--- src/rtl/core/mseu_pkg.sv ---
`timescale 1ns / 1ps
`default_nettype none
// ----------------------------------------------------------------------------
// mseu_pkg
// Commands, sequencer states and shared types of the MIPS subset execute unit.
// ----------------------------------------------------------------------------
package mseu_pkg;

    typedef enum logic [3:0] {
        CMD_ADD  = 4'd0,
        CMD_SUB  = 4'd1,
        CMD_MUL  = 4'd2,
        CMD_DIV  = 4'd3,
        CMD_ADDI = 4'd4,
        CMD_SUBI = 4'd5,
        CMD_LW   = 4'd6,
        CMD_SW   = 4'd7,
        CMD_BEQ  = 4'd8,
        CMD_J    = 4'd9
    } cmd_t;

    typedef enum logic [2:0] {
        ST_CLEAR,
        ST_IDLE,
        ST_READ,
        ST_ITER,
        ST_FIX,
        ST_DONE
    } state_t;

    typedef enum logic [1:0] {
        OP_MUL,
        OP_DIV
    } op_t;

    typedef struct packed {
        logic start;
        op_t  op;
    } iter_ctl_t;

    typedef struct packed {
        logic busy;
        logic done;
    } iter_sts_t;

    localparam int DATA_W  = 32;
    localparam int REG_AW  = 5;
    localparam int OFF_W   = 12;
    localparam int TGT_W   = 10;
    localparam int CNT_W   = 6;

endpackage
`default_nettype wire

--- src/rtl/core/mseu_muldiv.sv ---
`timescale 1ns / 1ps
`default_nettype none
// ----------------------------------------------------------------------------
// mseu_muldiv
// Shared shift/add unit: 32-step shift-add multiply or restoring divide.
// ----------------------------------------------------------------------------
module mseu_muldiv
    import mseu_pkg::*;
(
    input  wire logic              clk,
    input  wire logic              rst_n,
    input  wire iter_ctl_t         ctl,
    input  wire logic [DATA_W-1:0] a,
    input  wire logic [DATA_W-1:0] b,
    output iter_sts_t              sts,
    output logic      [DATA_W-1:0] result
);

    logic [CNT_W-1:0]  cnt_reg, cnt_next;
    logic              busy_reg, busy_next;
    logic              done_reg, done_next;
    op_t               op_reg, op_next;
    logic              neg_reg, neg_next;
    logic [DATA_W-1:0] acc_reg, acc_next;
    logic [DATA_W-1:0] q_reg, q_next;
    logic [DATA_W-1:0] d_reg, d_next;
    logic [DATA_W:0]   trial;
    logic [DATA_W-1:0] abs_a, abs_b;

    assign abs_a = a[DATA_W-1] ? (~a + 1'b1) : a;
    assign abs_b = b[DATA_W-1] ? (~b + 1'b1) : b;
    assign trial = {acc_reg, q_reg[DATA_W-1]} - {1'b0, d_reg};

    always_comb
    begin
        cnt_next  = cnt_reg;
        busy_next = busy_reg;
        done_next = 1'b0;
        op_next   = op_reg;
        neg_next  = neg_reg;
        acc_next  = acc_reg;
        q_next    = q_reg;
        d_next    = d_reg;
        if (ctl.start)
        begin
            busy_next = 1'b1;
            cnt_next  = '0;
            op_next   = ctl.op;
            acc_next  = '0;
            if (ctl.op == OP_MUL)
            begin
                q_next = b;
                d_next = a;
            end
            else
            begin
                q_next   = abs_a;
                d_next   = abs_b;
                neg_next = a[DATA_W-1] ^ b[DATA_W-1];
            end
        end
        else if (busy_reg)
        begin
            if (op_reg == OP_MUL)
            begin
                if (q_reg[0])
                begin
                    acc_next = acc_reg + d_reg;
                end
                q_next = q_reg >> 1;
                d_next = d_reg << 1;
            end
            else
            begin
                if (!trial[DATA_W])
                begin
                    acc_next = trial[DATA_W-1:0];
                    q_next   = {q_reg[DATA_W-2:0], 1'b1};
                end
                else
                begin
                    acc_next = {acc_reg[DATA_W-2:0], q_reg[DATA_W-1]};
                    q_next   = {q_reg[DATA_W-2:0], 1'b0};
                end
            end
            cnt_next = cnt_reg + 1'b1;
            if (cnt_reg == CNT_W'(DATA_W - 1))
            begin
                busy_next = 1'b0;
                done_next = 1'b1;
            end
        end
    end

    always_ff @(posedge clk or negedge rst_n)
    begin
        if (!rst_n)
        begin
            cnt_reg  <= '0;
            busy_reg <= 1'b0;
            done_reg <= 1'b0;
            op_reg   <= OP_MUL;
        end
        else
        begin
            cnt_reg  <= cnt_next;
            busy_reg <= busy_next;
            done_reg <= done_next;
            op_reg   <= op_next;
        end
    end

    always_ff @(posedge clk)
    begin
        neg_reg <= neg_next;
        acc_reg <= acc_next;
        q_reg   <= q_next;
        d_reg   <= d_next;
    end

    always_comb
    begin
        if (op_reg == OP_MUL)
        begin
            result = acc_reg;
        end
        else
        begin
            result = neg_reg ? (~q_reg + 1'b1) : q_reg;
        end
    end

    assign sts.busy = busy_reg;
    assign sts.done = done_reg;

endmodule
`default_nettype wire

--- config.mk ---
export PLATFORM = sky130hd
export DESIGN_NAME = mseu_muldiv
export DESIGN_NICKNAME = d
export VERILOG_FILES = /design/src/rtl/core/mseu_pkg.sv /design/src/rtl/core/mseu_muldiv.sv
export SDC_FILE = /design/constraint.sdc
export NUM_CORES = 1
export LEC_CHECK = 0
export BUFFER_PORTS_ARGS = -buffer_cell sky130_fd_sc_hd__buf_2
export CORE_ASPECT_RATIO = 0.5
export CORE_MARGIN = 4
export CORE_UTILIZATION = 45
export CTS_BUF_LIST = sky130_fd_sc_hd__clkbuf_4 sky130_fd_sc_hd__clkbuf_8
export CTS_CLUSTER_DIAMETER = 40
export DETAILED_ROUTE_END_ITERATION = 8
export PLACE_DENSITY = 0.73
export SLEW_MARGIN = 20
export SYNTH_ARGS = -nofsm -noshare
export SYNTH_HDL_FRONTEND = slang
export SYNTH_SLANG_ARGS = --single-unit
--- constraint.sdc ---
create_clock -name clk -period 5.8 [get_ports clk]
set_input_delay 0.29 -clock clk [delete_from_list [all_inputs] [get_ports clk]]
set_output_delay 0.29 -clock clk [all_outputs]
set_load 0.1 [all_outputs]
# == Word-level counts from Yosys, hierarchy flattened ==
# Cells that the tools add are included.
# totals
out_inout_bits,34
wordCells,52
ff_bits,107
# classes
bitwise_logic,5
eq_ne,2
n_mux,24
n_reduce_logical,7
n_addsub,6
# op_table
op,count
32-bit 2-to-1 mux,15
32-bit by 1-bit adder with 32-bit output (second input constant),3
32-bit inverter,3
33-bit by 32-bit subtractor with 33-bit output,1
32-bit adder,1
6-bit 2-to-1 mux,2
1-bit 2-to-1 mux,7
6-bit by 1-bit adder with 6-bit output (second input constant),1
6-bit by 5-bit equality test with 1-bit output (second input constant),1
2-bit AND reduction,3
2-bit logical NOT,2
2-bit nonzero test,2
2-bit != test (second input constant),1
1-bit inverter,1
1-bit bitwise XOR,1

# == Depth between registers and ports, before layout ==
# depth
ltp_word,5
ltp_mapped,14
mapped_depth_nobuf,13

# == Worst setup path after synthesis ==
# No wires, ideal clock.
# synth_path
path_type,register to output
from,register q_reg[10]
to,output port result[28]
slack_ns,0.935
stages_incl_launch_ff,9
t_arrival_ns,4.575
cell_sequence,edfxtp_1 -> or4_1 -> nor4_2 -> nand3_1 -> or4_1 -> or2_1 -> o31ai_1 -> xor2_1 -> o21ai_0
# synth_via
elab_chain_len,4
# synth_lines
element,line_no,text
"start, declared",mseu_muldiv.sv:25,"logic [DATA_W-1:0] q_reg, q_next;"
"start signal, assigned",mseu_muldiv.sv:117,q_reg <= q_next;
32-bit inverter,mseu_muldiv.sv:129,result = neg_reg ? (~q_reg + 1'b1) : q_reg;
32-bit by 1-bit adder with 32-bit output,mseu_muldiv.sv:129,
32-bit 2-to-1 mux,mseu_muldiv.sv:129,
32-bit 2-to-1 mux,mseu_muldiv.sv:123,if (op_reg == OP_MUL)
"end, declared",mseu_muldiv.sv:16,output logic [DATA_W-1:0] result
# No other way between the ends.

# == Worst setup path in the final report ==
# layout_path
from,register q_reg[9]
to,output port result[31]
# Same word-level chain as after synthesis.

==> impl_metrics.ini <==
[synthesis]
synth_top_area_share_pct = 17.49
yosys_warnings = 0
synth_area_sq_mm = 0.01116
synthArstFlopShare_pct = 9.346
synth_seq_area_share_pct = 25.47
postSynthCellCount = 1429
ys.flop_type = edfxtp_1
synth_area_per_cell_sq_um = 7.810
ys_types = 81
synth_edf_count = 65
yosys-top-cells-area = edfxtp_1 17%, xor2_1 7.9%, ha_1 7.5%
ys_ff_latch = 107
synth_area_leader_cell = edfxtp_1
syn_nets = 1567

[hold_path]
hp-class = in -> reg
holdPathEnd = op_reg[1]
hp-start = ctl[1]
hold_depth = 2

[clock_tree]
clkTransAtPathRegs_ns = 0.11
cts.repair.resized = 0
cts_max_level = 3
ctsRootBufferMaster = clkbuf_8
clk_path_buf_depth = 2
numCtsBuffers = 9
worstSkewPairLatency_ns = 0.43
cts_sinks = 107
cts_setup_buffers = 0
cts_tree = built

[global_route]
antenna_found_initial = 2
grt_usage_pct = 27.26
grt_pass1_vias = 10402
grt_max_degree = 79
grt.overflow.total = 0
grt_pass1_wl_um = 59340

[final_layout]
syn2layout_area_growth_pct = 8.217
final_common_cell = nand2_1
diodes = 0
nets = 1613
nFillCells = 2368
mostFrequentLayoutCells = 202 x nand2_1, 167 x o21ai_0, 101 x xor2_1, 101 x buf_2, 97 x a21oi_1
final_cells = 1816
layout-drive-gt1-share_pct = 11.55

[routing]
wirelength_um = 38500
drc = 0
drt_iter0_drc = 1481
avgViaCountPerCell = 6.222
antenna_left = 0
wire_per_inst_um = 21.20
first_pass_iters = 5
vias = 11299

[critical_path]
start_kind = register
cp_max_fo = 5
r2r_cells = 14
cp-end-kind = output port
r2r_slack_ns = 1.58
path_class = reg -> out
arrival_ns = 3.96
crit_required_ns = 5.51
r2r_start = q_reg[31]
r2r_end = acc_reg[8]

[sta]
holdWs_ns = 0.1379
post-route-period-util_pct = 73.24
hold_violations = 0
post-route-min-period_ns = 4.248
worstMarginPinSlew_ns = 0.9886
report.final.setup_viol = 0
drv_slew = 0
tns_ns = 0
maxSlewHeadroom_pct = 33.85
rsz0062_at_grt = false
finClkSkew_ns = 0.01373
timing.fmax_mhz = 235.4

[power]
seqPwrFrac_pct = 22.9
pwr_density_cell_mw_per_mm2 = 462.7
internal-power_w = 0.002437
p_sw_w = 0.003152
clkPwrFrac_pct = 8.8
max-vdd-ir-drop_uv = 355.3
pwr-share-comb_pct = 68.3
p_leak_nw = 4.924
p_sw_share_pct = 56.40

[die]
die_h_um = 119.4
core_sq_mm = 0.02417
fp.dieW_um = 230.7
die-area_sq_mm = 0.02754
io_pins = 103
initial_core_util_pct = 46.17
num_rows = 40

[place]
dp_hpwl_um = 29580
gp_routability_congestion = 0.9853
port_buffers = 102
dp_cells = 1799

[flow_run]
maxCapViolCount = 0

[status]
status = completed
critical path: stages, from the launching register on:
cell and delay [ns]:
edfxtp_1 0.48, or4_1 0.61, nor4_2 0.23, nand3_1 0.19, or4_1 0.52, o21ai_0 0.43, nand2_1 0.16, xnor2_1 0.18
o21ai_0 0.24, buf_2 0.48
synthesized netlist by cell type (4+ instances only):
library cell,count
o211ai_1,55
nor2_1,76
o21a_1,4
inv_1,61
o21ai_0,167
o41ai_2,4
and2_1,4
nand4_1,11
clkbuf_1,63
o22ai_1,4
or3_1,15
o31ai_1,31
xnor2_1,44
o41ai_1,8
nor2b_1,9
dfxtp_1,32
or4_1,16
a21o_1,15
o21ai_1,11
a211oi_1,16
a21oi_1,97
a311oi_1,8
edfxtp_1,65
ha_1,67
o2111ai_1,4
nand2b_1,16
mux2_2,7
nand2_1,204
nand3_1,27
or2_2,5
a31oi_1,19
dfrtp_1,10
buf_2,5
buf_1,8
nor4_1,4
xor2_1,101
a22oi_1,9
nor3_1,17
o21bai_1,7
a21boi_0,4
mux2i_1,38
layout make-up:
class / count / area (sq um) / area share, %
multi-input cells: 1181 / 7785 / 64.46
flip-flops and latches: 107 / 2843 / 23.54
repair buffers: 115 / 613.1 / 5.076
well taps: 336 / 420.4 / 3.481
inverters: 61 / 229.0 / 1.896
clock buffers: 9 / 123.9 / 1.026
clock inverters: 7 / 63.81 / 0.5283
per-stage QoR:
| stage | utilization (%) | power, W | setup slack (ns) | cell area [sq um] |
|---|---|---|---|---|
| 2_1_floorplan | - | 0.004056 | 0.9352 | 11160 |
| 3_3_place_gp | 49.14 | 0.004943 | 1.519 | 11880 |
| 3_5_place_dp | 49.14 | 0.004990 | 1.317 | 11880 |
| 4_1_cts | 49.95 | 0.005485 | 1.277 | 12080 |
| 5_1_grt | 49.96 | 0.005929 | 1.305 | 12080 |
| 6_report | 49.96 | 0.005589 | 1.552 | 12080 |
how the worst max path moves through the flow:
stage | from | to | cells after the start
after floorplan | q_reg[10] | result[28] | 8
after global placement | q_reg[31] | acc_reg[4] | 13
after detailed placement | q_reg[31] | acc_reg[4] | 13
after CTS | q_reg[31] | acc_reg[4] | 13
after global routing | q_reg[9] | result[31] | 9
final | q_reg[9] | result[31] | 9
power by group through the flow:
stage	Clock, W	Sequential [W]	Combinational (W)
finish	0.000490	0.00128	0.00382
global route	0.000521	0.00130	0.00411
CTS	0.000493	0.00126	0.00373
detailed placement	0	0.00128	0.00371
global placement	0	0.00127	0.00367
floorplan	0	0.00117	0.00288
metal layers:
metal / global-route usage (%) / part of all wire [%]
met1: 40.02 / 45
met2: 38.86 / 41
met3: 9.297 / 13
met4: 4.991 / 1.4
met5: 0 / 0.034
kinds of logic after synthesis:
logic type / count (synthesis) / synth area share [%]
simple gates: 426 / 17.91
fa+ha+maj: 69 / 7.870
xor+xnor: 145 / 11.38
flops: 107 / 25.47
compound gates: 495 / 28.20
buf+inv: 141 / 4.933
mux: 46 / 4.238
what timing repair did:
item / CTS / global route
hold endpoints to repair: 10 / 0
hold buffers: 1 / 0
setup endpoints to repair: 0 / 0
No activity file was read; power rests on OpenSTA's default activity.
